==> src/sv/brle_pkg.sv <==
// Shared types and constants of the byte run-length encoder.
// Used by every module of the block; depends on nothing else.
package brle_pkg;

    localparam logic [7:0] RUN_MARKER    = 8'hFF;
    localparam logic [7:0] RUN_MAX       = 8'd255;
    localparam logic [7:0] RUN_MIN_CODED = 8'd3;

    typedef struct packed {
        logic [7:0] data_byte;
        logic       stream_end;
    } brle_in_t;

    typedef struct packed {
        logic [7:0] code_byte;
        logic       item_done;
        logic       packet_done;
    } brle_out_t;

    // One queued flush: an optional run (length 0 means none), then an
    // optional single literal, all caused by one input request.
    typedef struct packed {
        logic [7:0] run_value;
        logic [7:0] run_length;
        logic       lit_en;
        logic [7:0] lit_value;
        logic       last;
    } brle_cmd_t;

endpackage

==> src/sv/brle_front.sv <==
// Front end of the encoder: tracks the open run and turns each accepted
// request into at most one flush command. Depends on brle_pkg.
module brle_front
    import brle_pkg::*;
(
    input  logic      aclk,
    input  logic      aresetn,
    input  logic      in_accept,
    input  brle_in_t  in_data,
    output logic      cmd_valid,
    output brle_cmd_t cmd
);

    logic [7:0] run_value_reg, run_value_next;
    logic [7:0] run_length_reg, run_length_next;
    logic       run_open;
    logic       same_byte;
    logic [7:0] grown_length;

    assign run_open     = (run_length_reg != 8'd0);
    assign same_byte    = run_open && (in_data.data_byte == run_value_reg);
    assign grown_length = run_length_reg + 8'd1;

    always_comb begin
        run_value_next  = run_value_reg;
        run_length_next = run_length_reg;
        cmd_valid       = 1'b0;
        cmd.run_value   = run_value_reg;
        cmd.run_length  = 8'd0;
        cmd.lit_en      = 1'b0;
        cmd.lit_value   = in_data.data_byte;
        cmd.last        = in_data.stream_end;
        if (same_byte) begin
            if (grown_length == RUN_MAX || in_data.stream_end) begin
                cmd_valid       = 1'b1;
                cmd.run_length  = grown_length;
                run_length_next = 8'd0;
            end else begin
                run_length_next = grown_length;
            end
        end else begin
            // The old run (if any) is flushed and the new byte opens a run;
            // at stream end that new run goes out at once as a literal.
            cmd_valid      = run_open || in_data.stream_end;
            cmd.run_length = run_length_reg;
            cmd.lit_en     = in_data.stream_end;
            run_value_next = in_data.data_byte;
            run_length_next = in_data.stream_end ? 8'd0 : 8'd1;
        end
    end

    always_ff @(posedge aclk) begin
        if (!aresetn) begin
            run_value_reg  <= 8'd0;
            run_length_reg <= 8'd0;
        end else if (in_accept) begin
            run_value_reg  <= run_value_next;
            run_length_reg <= run_length_next;
        end
    end

`ifndef SYNTHESIS
    a_end_closes_run: assert property (@(posedge aclk) disable iff (!aresetn)
        in_accept && in_data.stream_end |=> run_length_reg == 8'd0)
        else $error("run left open after stream end");
    a_silent_keeps_run: assert property (@(posedge aclk) disable iff (!aresetn)
        in_accept && !cmd_valid |=> run_length_reg != 8'd0)
        else $error("request without flush left no open run");
    a_end_flushes: assert property (@(posedge aclk) disable iff (!aresetn)
        in_accept && in_data.stream_end |-> cmd_valid)
        else $error("stream end produced no flush");
`endif

endmodule

==> src/sv/brle_cmd_fifo.sv <==
// Small command queue between the front and back ends of the encoder.
// Register-based, one write and one read a cycle. Depends on brle_pkg.
module brle_cmd_fifo
    import brle_pkg::*;
#(
    parameter int DEPTH = 4
) (
    input  logic      aclk,
    input  logic      aresetn,
    input  logic      wr_en,
    input  brle_cmd_t wr_data,
    input  logic      rd_en,
    output brle_cmd_t rd_data,
    output logic      full,
    output logic      empty
);

    localparam int AW = (DEPTH > 1) ? $clog2(DEPTH) : 1;
    localparam int CW = $clog2(DEPTH + 1);

    brle_cmd_t       mem_reg [DEPTH];
    logic [AW-1:0]   wr_ptr_reg, wr_ptr_next;
    logic [AW-1:0]   rd_ptr_reg, rd_ptr_next;
    logic [CW-1:0]   count_reg, count_next;

    assign full    = (count_reg == CW'(DEPTH));
    assign empty   = (count_reg == CW'(0));
    assign rd_data = mem_reg[rd_ptr_reg];

    always_comb begin
        wr_ptr_next = wr_ptr_reg;
        rd_ptr_next = rd_ptr_reg;
        count_next  = count_reg;
        if (wr_en) begin
            wr_ptr_next = (wr_ptr_reg == AW'(DEPTH - 1)) ? AW'(0) : wr_ptr_reg + AW'(1);
        end
        if (rd_en) begin
            rd_ptr_next = (rd_ptr_reg == AW'(DEPTH - 1)) ? AW'(0) : rd_ptr_reg + AW'(1);
        end
        if (wr_en && !rd_en) begin
            count_next = count_reg + CW'(1);
        end else if (rd_en && !wr_en) begin
            count_next = count_reg - CW'(1);
        end
    end

    always_ff @(posedge aclk) begin
        if (!aresetn) begin
            wr_ptr_reg <= '0;
            rd_ptr_reg <= '0;
            count_reg  <= '0;
        end else begin
            wr_ptr_reg <= wr_ptr_next;
            rd_ptr_reg <= rd_ptr_next;
            count_reg  <= count_next;
        end
    end

    always_ff @(posedge aclk) begin
        if (wr_en) begin
            mem_reg[wr_ptr_reg] <= wr_data;
        end
    end

`ifndef SYNTHESIS
    a_no_overflow: assert property (@(posedge aclk) disable iff (!aresetn)
        wr_en |-> !full)
        else $error("write to full command queue");
    a_no_underflow: assert property (@(posedge aclk) disable iff (!aresetn)
        rd_en |-> !empty)
        else $error("read from empty command queue");
    a_count_bound: assert property (@(posedge aclk) disable iff (!aresetn)
        count_reg <= CW'(DEPTH))
        else $error("command queue count out of range");
`endif

endmodule

==> src/sv/brle_back.sv <==
// Back end of the encoder: expands each queued flush command into its encoded
// bytes in the output register, one per unstalled cycle. Depends on brle_pkg.
module brle_back
    import brle_pkg::*;
(
    input  logic      aclk,
    input  logic      aresetn,
    input  logic      cmd_avail,
    input  brle_cmd_t cmd,
    output logic      cmd_pop,
    output logic      m_valid,
    input  logic      m_ready,
    output brle_out_t m_data
);

    logic [1:0] idx_reg, idx_next;
    logic       out_valid_reg, out_valid_next;
    brle_out_t  out_reg, out_next;
    logic       coded;
    logic [2:0] run_bytes;
    logic [2:0] total_bytes;
    logic       load;
    logic       final_byte;
    logic [7:0] cur_byte;

    assign coded       = (cmd.run_length > RUN_MIN_CODED);
    assign run_bytes   = coded ? 3'd3 : cmd.run_length[2:0];
    assign total_bytes = run_bytes + {2'b00, cmd.lit_en};
    assign load        = cmd_avail && (!out_valid_reg || m_ready);
    assign final_byte  = ({1'b0, idx_reg} + 3'd1) == total_bytes;
    assign cmd_pop     = load && final_byte;

    always_comb begin
        if ({1'b0, idx_reg} < run_bytes) begin
            if (coded) begin
                case (idx_reg)
                    2'd0:    cur_byte = RUN_MARKER;
                    2'd1:    cur_byte = cmd.run_value;
                    default: cur_byte = cmd.run_length;
                endcase
            end else begin
                cur_byte = cmd.run_value;
            end
        end else begin
            cur_byte = cmd.lit_value;
        end
    end

    always_comb begin
        idx_next       = idx_reg;
        out_next       = out_reg;
        out_valid_next = out_valid_reg;
        if (load) begin
            out_valid_next       = 1'b1;
            out_next.code_byte   = cur_byte;
            out_next.item_done   = final_byte;
            out_next.packet_done = final_byte && cmd.last;
            idx_next             = final_byte ? 2'd0 : idx_reg + 2'd1;
        end else if (m_ready) begin
            out_valid_next = 1'b0;
        end
    end

    always_ff @(posedge aclk) begin
        if (!aresetn) begin
            idx_reg       <= 2'd0;
            out_valid_reg <= 1'b0;
        end else begin
            idx_reg       <= idx_next;
            out_valid_reg <= out_valid_next;
        end
        out_reg <= out_next;
    end

    assign m_valid = out_valid_reg;
    assign m_data  = out_reg;

`ifndef SYNTHESIS
    a_packet_is_item_end: assert property (@(posedge aclk) disable iff (!aresetn)
        m_valid && m_data.packet_done |-> m_data.item_done)
        else $error("packet end without item end");
    a_command_nonempty: assert property (@(posedge aclk) disable iff (!aresetn)
        cmd_avail |-> total_bytes != 3'd0)
        else $error("empty flush command in queue");
    a_pop_resets_index: assert property (@(posedge aclk) disable iff (!aresetn)
        cmd_pop |=> idx_reg == 2'd0)
        else $error("byte index not cleared after command");
`endif

endmodule

==> src/sv/byte_run_length_encoder.sv <==
// Byte run-length encoder with escape marker: top level.
// Instantiates brle_front, brle_cmd_fifo and brle_back; depends on brle_pkg.
//
// Usage: raw bytes enter on the s_ channel (s_valid/s_ready, payload s_data
// with data_byte and stream_end). Encoded bytes leave on the m_ channel
// (m_valid/m_ready, payload m_data with code_byte, item_done, packet_done).
// Equal bytes form runs of up to 255; a run longer than 3 leaves as 0xFF,
// byte, count, and a shorter run as literal copies. item_done marks the last
// byte caused by an input request, packet_done the last byte of the stream.
// With the queue empty, the first byte caused by a request is registered in
// the command queue and then in the output register before it is valid on m_.
// The input takes one request per cycle while the command queue (FIFO_DEPTH
// entries) has room; the output gives one byte per cycle while m_ready is set,
// so a request's up to four bytes leave in turn and the queue absorbs bursts.
// When m_ready is low the output register holds, the queue fills and
// s_ready falls once it is full. Reset (aresetn low, synchronous) empties
// the queue and the output and closes any open run.
module byte_run_length_encoder
    import brle_pkg::*;
#(
    parameter int FIFO_DEPTH = 4
) (
    input  logic      aclk,
    input  logic      aresetn,
    input  logic      s_valid,
    output logic      s_ready,
    input  brle_in_t  s_data,
    output logic      m_valid,
    input  logic      m_ready,
    output brle_out_t m_data
);

    logic      in_accept;
    logic      cmd_valid;
    brle_cmd_t cmd_in;
    brle_cmd_t cmd_head;
    logic      fifo_full;
    logic      fifo_empty;
    logic      cmd_pop;

    assign s_ready   = !fifo_full;
    assign in_accept = s_valid && s_ready;

    brle_front u_front (
        .aclk      (aclk),
        .aresetn   (aresetn),
        .in_accept (in_accept),
        .in_data   (s_data),
        .cmd_valid (cmd_valid),
        .cmd       (cmd_in)
    );

    brle_cmd_fifo #(
        .DEPTH (FIFO_DEPTH)
    ) u_fifo (
        .aclk    (aclk),
        .aresetn (aresetn),
        .wr_en   (in_accept && cmd_valid),
        .wr_data (cmd_in),
        .rd_en   (cmd_pop),
        .rd_data (cmd_head),
        .full    (fifo_full),
        .empty   (fifo_empty)
    );

    brle_back u_back (
        .aclk      (aclk),
        .aresetn   (aresetn),
        .cmd_avail (!fifo_empty),
        .cmd       (cmd_head),
        .cmd_pop   (cmd_pop),
        .m_valid   (m_valid),
        .m_ready   (m_ready),
        .m_data    (m_data)
    );

endmodule

==> config.mk <==
export PLATFORM = sky130hd
export DESIGN_NAME = byte_run_length_encoder
export DESIGN_NICKNAME = d
export VERILOG_FILES = /design/src/sv/brle_pkg.sv /design/src/sv/brle_front.sv /design/src/sv/brle_cmd_fifo.sv /design/src/sv/brle_back.sv /design/src/sv/byte_run_length_encoder.sv
export SDC_FILE = /design/constraint.sdc
export NUM_CORES = 1
export LEC_CHECK = 0
export BUFFER_PORTS_ARGS = -buffer_cell sky130_fd_sc_hd__buf_4
export CAP_MARGIN = 40
export CORE_UTILIZATION = 60
export CTS_CLUSTER_SIZE = 24
export DETAILED_ROUTE_END_ITERATION = 10
export GPL_ROUTABILITY_DRIVEN = 0
export PLACE_DENSITY = 0.78
export SYNTH_ARGS = -nofsm -noshare
export SYNTH_HDL_FRONTEND = slang
export SYNTH_SLANG_ARGS = --single-unit
==> constraint.sdc <==
create_clock -name aclk -period 5.8 [get_ports aclk]
set_input_delay 1.45 -clock aclk [delete_from_list [all_inputs] [get_ports aclk]]
set_output_delay 1.45 -clock aclk [all_outputs]
set_load 0.05 [all_outputs]
==> results.txt, run 1 <==
----------------------------------------------------
[Timing]
  Number of endpoints failing setup at the final stage ... 0
  Period Utilization, post-route ... 83.7%
  Transition time at the pin with the least slew margin ... 0.879 ns
  Normalized max-slew margin ... 41.3%
  Setup repair after global routing missed its margin ... no
  Max Clock Skew ... 0.00865 ns
  Slew Viols, Final ... 0
  Endpoints failing hold ... 0
  Highest attainable clock frequency ... 0.206 GHz
  Minimum hold slack ... 0.478 ns
  Setup tns final ... 0 ns
  Minimum clock period after layout ... 4.85 ns

[Die]
  Initial core utilization ... 62.0%
  Core area ... 9820 um2
  Vertical extent of the die ... 103 um
  # rows ... 36
  Die width ... 103 um
  Die Footprint ... 10600 um2
  Number of top-level pins ... 25

[Critical path]
  Endpoint of the worst register-to-register path ... u_fifo.count_reg[2]
  Category of the worst setup path capture point ... flip-flop
  Slowest stage cell, crit path ... dfxtp_2
  Family with the most delay on the worst path ... simple AND/OR/NAND/NOR gates
  Setup crit start kind ... flip-flop
  Worst-path maximum fanout ... 14
  CP cell instances ... mux4_2, or4_4, or3_4, or2_2, ha_1, ha_1, xor2_1, nor3_1, nand2_1, ha_1, inv_1, fa_1, xor2_1, or3_1, a21oi_1
  CP required ... 6.25 ns
  Critical path class ... flip-flop to flip-flop
  Flop-to-flop setup slack ... 0.95 ns
  Arrival time worst endpoint ... 5.31 ns
  Count of buffer and inverter cells on the critical path ... 1
  Biggest cell delay along the critical path ... 0.63 ns
  Most used cell, CP ... ha_1
  Reg2Reg Depth ... 15

[Synth]
  Area share of xor/xnor cells in the synthesized design ... 2.16%
  Number of enable flip-flop cells after synthesis ... 114
  Arithmetic-cell share of the synthesized area counting full adders, half adders and majority gates ... 3.41%
  Fraction of synthesis flops using an asynchronous set or reset pin ... 0%
  Post-synthesis share of cell area spent on and, or, nand and nor gates ... 8.07%
  Warnings, synthesis ... 0
  Mux contribution to synthesized area ... 10.5%
  Fraction of the mapped netlist area in compound gates ... 7.60%
  Combinational family with the most area after synthesis ... multiplexers
  Seq/Total Area, Yosys ... 65.4%
  Most used flip-flop cell after synthesis ... edfxtp_1
  Number of nets produced by synthesis ... 449
  Avg Synthesized Cell Area ... 14.5 um2
  Netlist cell types ... 47
  Summed instance area of the synthesized netlist ... 6090 um2
  Cells after synthesis ... 420
  Number of synthesized register bits ... 142

[Pwr]
  Pleak ... 2.47 nW
  Power density over the cells ... 447 nW/um2
  Maximum resistive drop on vdd ... 0.219 mV

[CTS]
  Clock tree from TritonCTS ... yes
  Number of gates resized after CTS ... 0
  Buffer type at the clock tree root ... clkbuf_8
  H-Tree Level Count ... 4
  CTS hold repair buffers ... 0
  Number of sinks on the clock net ... 142
  Clock slew seen by the registers of the worst setup and hold paths ... 0.06 ns
  Largest buffer count on any clock path ... 2
  Skew-Pair Late Insertion Delay ... 0.52 ns
  Number of buffers inserted to repair setup after CTS ... 0
  Total CTS buffers ... 17

[Hold path]
  Worst hold path depth ... 2
  Class of the worst hold path ... flip-flop to flip-flop
  Worst Hold Launch ... u_back.m_valid
  Worst Hold Path EP ... u_back.m_valid

[Route]
  Average vias per placed instance ... 6.09
  Drt first-iter violations ... 252
  Routed wire per std cell ... 20.6 um
  Remaining antenna violation count after routing ... 0
  WL final ... 12.4 mm
  Count of TritonRoute iterations in the first routing pass ... 5
  Residual DRC ... 0
  Vias ... 3668

[Layout]
  Cell area after layout ... 7060 um2
  Post-layout net count ... 485
  Layout overhead on the synthesized area ... 15.9%
  Fraction of layout instances using a drive strength above 1 ... 20.9%
  Final std cells w/o fill ... 602
  Max FFs per register ... 104
  Number of antenna cells inserted ... 0
  Fin util ... 71.9%

[Flow run]
  Max Cap Viol ... 0

[Global route]
  Vias in the first global route ... 3661
  Number of antenna violations at the first check in global routing ... 0
  Wire length of the first global-routing pass ... 19.3 mm
  Total routing usage reported by global routing ... 26.0%
  Total congestion overflow after global routing ... 0
  Maximum number of pins on one net before global-route repair ... 27

[Run status]
  Outcome ... complete, no violations

[Placed design]
  Number of input and output port buffers inserted ... 24
  Placement Cell Area ... 6440 um2
  Total instance count after detailed placement ... 570
  Half-perimeter wire length after placement ... 7.89 mm

----------------------------------------------------
-- metrics by stage --
| step | total power, mW | setup slack (ns) |
|---|---|---|
| after floorplan | 1.84 | 1.36 |
| after global placement | 2.02 | 1.02 |
| after detailed placement | 2.05 | 0.936 |
| after CTS | 3.17 | 0.898 |
| after global routing | 3.29 | 0.615 |
| final | 3.16 | 0.945 |
-- logic make-up after synthesis --
group                      Yosys count
DFF                                142
and+or+nand+nor                    104
AOI/OAI and AO/OA                   70
buffers and inverters               42
muxes                               31
adders and majority gates           16
xor gates and xnor gates            15
-- tightest hold or removal path, delay by kind of cell (launching register included) --
kind	cells	cell delay, ns
flip-flops	1	0.32
AND/OR/NAND/NOR	1	0.06
AO/OA/AOI/OAI	1	0.05
-- worst max path at each step --
stage                          endpoint  depth (start not counted)  slack (ns)
floorplan           u_fifo.count_reg[2]                         17        1.36
global placement    u_fifo.count_reg[2]                         15        1.02
detailed placement  u_fifo.count_reg[2]                         15        0.94
CTS                 u_fifo.count_reg[2]                         15        0.90
global route        u_fifo.count_reg[2]                         15        0.61
finish              u_fifo.count_reg[2]                         15        0.95
-- placed cells by master (no fill, tap or decap), drive strengths merged, types with 2 or more instances in the layout --
cell type	n
a211oi	4
o32ai	8
o21a	4
edfxtp	114
o221ai	2
inv	25
bufinv	5
nand3	7
clkbuf	19
nor3	7
nor2	24
and3	5
mux2	3
or3	4
nand2	38
dfxtp	28
a21oi	24
mux2i	2
a21o	4
o41ai	2
or2	2
xor2	14
ha	15
mux4	26
clkinv	8
a31oi	4
nand4	2
or4	2
nor4	4
o21ai	12
and2	4
nand2b	3
buf	34
-- power breakdown --
part           switching [mW]  internal [mW]
Combinational           0.445          0.265
Clock                   0.388          0.736
Sequential             0.0741           1.25
Total                   0.907           2.25
-- cells in the mapped netlist, drive strengths merged (5+ instances only) --
master,count,share of area [%]
nor2,24,1.5
o21ai,12,1.2
dfxtp,28,9.2
buf,6,0.66
mux4,26,9.6
xor2,14,2.0
nor3,7,0.58
o32ai,8,1.2
and3,5,0.51
clkbuf,11,0.68
edfxtp,114,56
nand3,7,0.58
a21oi,24,2.0
inv,25,1.5
ha,15,3.1
nand2,38,2.3
-- cell type report --
class / instances / area (um2)
tap: 133 / 166
fill: 612 / 2760
sequential: 142 / 3990
multi-input combinational: 236 / 1930
timing repair buffer: 34 / 263
inverter: 25 / 93.8
clock buffer: 19 / 422
clock inverter: 13 / 195
-- layer usage --
| metal | GRT usage [%] | part of all wire (%) | up-vias |
|---|---|---|---|
| met1 | 32.8 | 40 | 1809 |
| met5 | 0 | 0 | - |
| met3 | 6.03 | 6.4 | 27 |
| li1 | - | - | 1669 |
| met4 | 11.5 | 2.1 | 0 |
| met2 | 43.2 | 52 | 163 |
No activity file was read; power rests on OpenSTA's default activity.
==> run 2: changes to the inputs <==
--- a/config.mk
+++ b/config.mk
@@ -7,11 +7,11 @@
 export LEC_CHECK = 0
 export BUFFER_PORTS_ARGS = -buffer_cell sky130_fd_sc_hd__buf_4
 export CAP_MARGIN = 40
-export CORE_UTILIZATION = 60
+export CORE_UTILIZATION = 55
 export CTS_CLUSTER_SIZE = 24
 export DETAILED_ROUTE_END_ITERATION = 10
 export GPL_ROUTABILITY_DRIVEN = 0
-export PLACE_DENSITY = 0.78
+export PLACE_DENSITY = 0.75
 export SYNTH_ARGS = -nofsm -noshare
 export SYNTH_HDL_FRONTEND = slang
 export SYNTH_SLANG_ARGS = --single-unit
==> constraint.sdc (replaced) <==
create_clock -name aclk -period 4.2 [get_ports aclk]
set_input_delay 1.05 -clock aclk [delete_from_list [all_inputs] [get_ports aclk]]
set_output_delay 1.05 -clock aclk [all_outputs]
set_load 0.05 [all_outputs]
==> results.txt, run 2 (synthesis results as in run 1) <==
----------------------------------------------------
[Die]
  Core area ... 10800 um2
  Initial core utilization ... 56.4%
  Die Footprint ... 11500 um2
  # rows ... 38
  Die width ... 107 um
  Vertical extent of the die ... 107 um
  Number of top-level pins ... 25

[Pwr]
  Pleak ... 2.49 nW
  Power density over the cells ... 596 nW/um2
  Maximum resistive drop on vdd ... 0.387 mV

[CTS]
  Clock tree from TritonCTS ... yes
  H-Tree Level Count ... 4
  Total CTS buffers ... 17
  Number of sinks on the clock net ... 142
  Buffer type at the clock tree root ... clkbuf_8
  Skew-Pair Late Insertion Delay ... 0.53 ns
  Largest buffer count on any clock path ... 2
  Clock slew seen by the registers of the worst setup and hold paths ... 0.06 ns

[Timing]
  Endpoints failing hold ... 0
  Number of endpoints failing setup at the final stage ... 0
  Period Utilization, post-route ... 95.7%
  Setup tns final ... 0 ns
  Minimum clock period after layout ... 4.02 ns
  Transition time at the pin with the least slew margin ... 0.649 ns
  Slew Viols, Final ... 0
  Max Clock Skew ... 0.0102 ns
  Normalized max-slew margin ... 56.3%
  Highest attainable clock frequency ... 0.249 GHz

[Layout]
  Combined area of the multi-input logic cells ... 1980 um2
  Filler cell count in the final layout ... 735
  Fin util ... 66.1%
  Max FFs per register ... 104
  Number of antenna cells inserted ... 0
  Layout overhead on the synthesized area ... 17.0%
  Register area ... 3990 um2
  Post-layout net count ... 496
  Most frequent standard cell in the layout excluding fill and tap cells ... edfxtp_1
  Most frequent cells in the layout ... edfxtp_1 (114), buf_4 (44), nand2_1 (38)
  Fraction of layout instances using a drive strength above 1 ... 24.2%

[Route]
  Average vias per placed instance ... 5.87
  Count of TritonRoute iterations in the first routing pass ... 4
  Vias ... 3638
  Routed wire per std cell ... 19.5 um
  Drt first-iter violations ... 252
  Remaining antenna violation count after routing ... 0
  Residual DRC ... 0
  WL final ... 12.1 mm

[Flow run]
  Max Cap Viol ... 0

[Critical path]
  Setup crit start kind ... flip-flop
  Family with the most delay on the worst path ... simple AND/OR/NAND/NOR gates
  Flop-to-flop setup slack ... 0.18 ns
  CP cell instances ... mux4_2, or4_4, or3_4, or2_4, ha_4, ha_4, xor2_2, nor3_2, nand2_1, ha_2, inv_1, fa_2, xor2_1, or3_1, a21oi_1
  Count of buffer and inverter cells on the critical path ... 1
  CP required ... 4.66 ns
  Worst-path maximum fanout ... 7
  End point of the critical path ... u_fifo.count_reg[2]
  Category of the worst setup path capture point ... flip-flop
  Biggest cell delay along the critical path ... 0.56 ns
  Critical path class ... flip-flop to flip-flop
  Endpoint of the worst register-to-register path ... u_fifo.count_reg[2]
  Reg2Reg Depth ... 15
  Most used cell, CP ... ha_4
  Slowest stage cell, crit path ... or4_4
  Arrival time worst endpoint ... 4.48 ns
  Stages on the worst setup path ... 15

[Global route]
  Maximum number of pins on one net before global-route repair ... 27
  Wire length of the first global-routing pass ... 18.9 mm
  Vias in the first global route ... 3616
  Number of antenna violations at the first check in global routing ... 0
  Total routing usage reported by global routing ... 22.9%
  Total congestion overflow after global routing ... 0

[Placed design]
  Half-perimeter wire length after placement ... 7.83 mm
  Number of input and output port buffers inserted ... 24

[Run status]
  Outcome ... complete, no violations

[Hold path]
  Class of the worst hold path ... flip-flop to flip-flop

----------------------------------------------------
[run 2: cell count changes in the layout (fill, tap and decap cells not counted), sizes merged]
cell,previous run,this run
buf,34,45
clkinvlp,0,4
bufinv,5,2
clkinv,8,6
clkbuf,19,20
[run 2: where the power goes]
part	total [mW]	switching, mW	internal [mW]
registers	1.81	0.0921	1.72
clock network	1.39	0.547	0.838
logic	1.05	0.640	0.411
total	4.25	1.28	2.97
[run 2: tightest hold or removal path, delay by kind of cell (launching register included)]
| family | cells | cell delay [ns] |
|---|---|---|
| and+or+nand+nor | 1 | 0.06 |
| DFF | 1 | 0.32 |
| AOI/OAI and AO/OA | 1 | 0.05 |
[run 2: per-stage QoR]
step / setup slack, ns / hold slack, ns / total power, mW / instances / instance area [um2]
2_1_floorplan: -0.00993 / 0.463 / 2.56 / 420 / 6140
3_3_place_gp: 0.147 / 0.467 / 2.84 / 583 / 6530
3_5_place_dp: 0.124 / 0.468 / 2.87 / 585 / 6550
4_1_cts: 0.0578 / 0.483 / 4.25 / 617 / 7100
5_1_grt: -0.00369 / 0.501 / 4.42 / 620 / 7130
6_report: 0.181 / 0.477 / 4.25 / 620 / 7130
[run 2: worst min-delay path by stage]
stage                               startpoint              to  slack, ns  depth (start not counted)
final                           u_back.m_valid  u_back.m_valid       0.48                          2
after global routing            u_back.m_valid  u_back.m_valid       0.50                          2
after detailed placement        u_back.m_valid  u_back.m_valid       0.47                          2
after global placement          u_back.m_valid  u_back.m_valid       0.47                          2
after floorplan           u_fifo.rd_ptr_reg[0]       flip-flop       0.46                          2
after CTS                       u_back.m_valid  u_back.m_valid       0.48                          2
[run 2: cell type report]
class                           count  share of cell area, %
Multi-Input combinational cell    236                   27.7
Sequential cell                   142                   55.9
Clock inverter                     12                   1.74
Inverter                           25                   1.32
Clock buffer                       20                   5.97
Timing Repair Buffer               45                   4.84
Tap cell                          140                   2.46
[run 2: timing repair]
item                       4_1_cts  5_1_grt
gates resized for setup          0        2
setup buffers                    0        3
hold buffers                     0        0
setup endpoints to repair        0        1
[run 2: layer usage]
metal	wire [um]	vias to the layer above	share of wire [%]	global-route usage, %
met3	570	10	4.7	5.47
met1	5230	1823	43	29.6
met2	6150	110	51	38.2
met4	130	0	1.1	7.53
met5	0	-	0	0
li1	-	1695	-	-
==> run 3: changes to the inputs <==
--- a/config.mk
+++ b/config.mk
@@ -5,11 +5,11 @@
 export SDC_FILE = /design/constraint.sdc
 export NUM_CORES = 1
 export LEC_CHECK = 0
-export BUFFER_PORTS_ARGS = -buffer_cell sky130_fd_sc_hd__buf_4
 export CAP_MARGIN = 40
-export CORE_UTILIZATION = 55
+export CORE_UTILIZATION = 57
 export CTS_CLUSTER_SIZE = 24
 export DETAILED_ROUTE_END_ITERATION = 10
+export DONT_BUFFER_PORTS = 1
 export GPL_ROUTABILITY_DRIVEN = 0
 export PLACE_DENSITY = 0.75
 export SYNTH_ARGS = -nofsm -noshare
==> results.txt, run 3 (synthesis results as in run 1) <==
----------------------------------------------------
[Timing]
  Setup tns final ... 0 ns
  Normalized max-slew margin ... 48.3%
  Worst Slack Setup Final ... 0.0341 ns
  Max Clock Skew ... 0.00724 ns
  Slew Viols, Final ... 0
  Endpoints failing hold ... 0
  Transition time at the pin with the least slew margin ... 0.776 ns
  Period Utilization, post-route ... 99.2%
  Setup repair after global routing missed its margin ... yes
  Highest attainable clock frequency ... 0.240 GHz
  Number of endpoints failing setup at the final stage ... 0
  Minimum clock period after layout ... 4.17 ns
  Minimum hold slack ... 0.526 ns

[Critical path]
  Stages on the worst setup path ... 15
  Endpoint of the worst register-to-register path ... u_fifo.count_reg[2]
  Reg2Reg Depth ... 15
  Category of the worst setup path capture point ... flip-flop
  End point of the critical path ... u_fifo.count_reg[2]
  Arrival time worst endpoint ... 4.62 ns
  Worst-path maximum fanout ... 6
  Biggest cell delay along the critical path ... 0.56 ns
  Setup crit start kind ... flip-flop
  CP required ... 4.65 ns
  Family with the most delay on the worst path ... simple AND/OR/NAND/NOR gates
  Flop-to-flop setup slack ... 0.03 ns
  Most used cell, CP ... ha_4
  Critical path class ... flip-flop to flip-flop
  CP cell instances ... mux4_2, or4_4, or3_4, or2_4, ha_4, ha_4, xor2_2, nor3_2, nand2_1, ha_2, inv_1, fa_2, xor2_1, or3_1, a21oi_2
  Slowest stage cell, crit path ... or4_4
  Count of buffer and inverter cells on the critical path ... 1

[Pwr]
  Net switching power ... 1.31 mW
  Part of the total power dissipated in sequential elements ... 47.6%
  Part of the power in combinational logic ... 19.6%
  Pleak ... 2.36 nW
  Internal cell power ... 2.87 mW
  Switching portion of total power ... 31.4%
  Power density over the cells ... 602 nW/um2
  Clock power share ... 32.8%
  Maximum resistive drop on vdd ... 0.363 mV

[Route]
  Average vias per placed instance ... 6.18
  Residual DRC ... 0
  Vias ... 3655
  Count of TritonRoute iterations in the first routing pass ... 5
  Routed wire per std cell ... 21.4 um
  WL final ... 12.6 mm
  Drt first-iter violations ... 236
  Remaining antenna violation count after routing ... 0

[Placed design]
  Number of input and output port buffers inserted ... 0
  Total instance count after detailed placement ... 556
  Placement Cell Area ... 6360 um2
  Half-perimeter wire length after placement ... 7.99 mm
  Placement Setup Slack ... 0.0110 ns

[Layout]
  Final std cells w/o fill ... 591
  Post-layout net count ... 471
  Combined area of the multi-input logic cells ... 1980 um2
  Number of antenna cells inserted ... 0
  Filler cell count in the final layout ... 701
  Register area ... 3990 um2
  Fraction of layout instances using a drive strength above 1 ... 20.2%
  Most frequent cells in the layout ... edfxtp_1 (114), nand2_1 (38), dfxtp_1 (27)
  Cell area after layout ... 6940 um2
  Most frequent standard cell in the layout excluding fill and tap cells ... edfxtp_1
  Max FFs per register ... 104
  Layout overhead on the synthesized area ... 14.0%

[Die]
  # rows ... 37
  Initial core utilization ... 59.0%
  Vertical extent of the die ... 105 um
  Die Footprint ... 11100 um2
  Core area ... 10300 um2
  Number of top-level pins ... 25
  Die width ... 105 um

[Global route]
  Total routing usage reported by global routing ... 25.1%
  Maximum number of pins on one net before global-route repair ... 27
  Total congestion overflow after global routing ... 0
  Number of antenna violations at the first check in global routing ... 0
  Wire length of the first global-routing pass ... 20.2 mm
  Vias in the first global route ... 3777

[CTS]
  Buffer type at the clock tree root ... clkbuf_8
  Largest buffer count on any clock path ... 2
  Number of sinks on the clock net ... 142
  Clock tree from TritonCTS ... yes
  Total CTS buffers ... 17
  CTS hold repair buffers ... 0
  Skew-Pair Late Insertion Delay ... 0.52 ns
  Clock slew seen by the registers of the worst setup and hold paths ... 0.06 ns
  H-Tree Level Count ... 4

[Hold path]
  Class of the worst hold path ... flip-flop to flip-flop
  Worst Hold Launch ... u_front.run_length_reg[0]

[Flow run]
  Max Cap Viol ... 0

[Run status]
  Outcome ... complete, no violations

----------------------------------------------------
## run 3: layout make-up
type	instances	share of cell area, %
Clock buffer	19	6.22
Clock inverter	13	1.66
Inverter	25	1.35
Multi-Input combinational cell	236	28.5
Sequential cell	142	57.4
Tap cell	136	2.45
Timing Repair Buffer	20	2.34
## run 3: worst register-to-register path, stage by stage, from the launching register on
cell     delay [ns]
dfxtp_4        0.40
mux4_2         0.53
or4_4          0.56
or3_4          0.36
or2_4          0.25
ha_4           0.17
ha_4           0.24
xor2_2         0.17
nor3_2         0.07
nand2_1        0.12
ha_2           0.21
inv_1          0.06
fa_2           0.34
xor2_1         0.18
or3_1          0.32
a21oi_2        0.14
## run 3: worst min path at each step
stage / end / slack [ns] / depth (start not counted)
after floorplan: flip-flop / 0.46 / 2
after global placement: flip-flop / 0.48 / 2
after detailed placement: flip-flop / 0.51 / 2
after CTS: u_front.run_length_reg[0] / 0.53 / 2
after global routing: flip-flop / 0.55 / 2
final: u_front.run_length_reg[0] / 0.53 / 2
## run 3: power by group through the flow
stage	Clock, mW	Sequential [mW]	Combinational [mW]
2_1_floorplan	0	1.98	0.585
3_3_place_gp	0	2.00	0.750
5_1_grt	1.44	2.01	0.896
6_report	1.37	1.99	0.821
3_5_place_dp	0	2.02	0.777
4_1_cts	1.38	1.99	0.809
## run 3: what timing repair did
item / 4_1_cts / 5_1_grt
resized for setup: 2 / 1
setup endpoints to repair: 1 / 2
setup buffers: 1 / 2
pin swaps: 0 / 1
## run 3: through the flow
stage / util, % / power [mW]
5_1_grt: 67.3 / 4.34
4_1_cts: 67.1 / 4.18
2_1_floorplan: - / 2.56
6_report: 67.3 / 4.18
3_5_place_dp: 61.6 / 2.80
3_3_place_gp: 61.5 / 2.75
## run 3: routing by layer
layer / track usage, % / vias to the layer above / share of wire [%]
met5: 0 / - / 0
met2: 40.2 / 152 / 49
met4: 12.4 / 0 / 2.8
met3: 6.18 / 30 / 6.9
met1: 32.1 / 1822 / 41
li1: - / 1651 / -
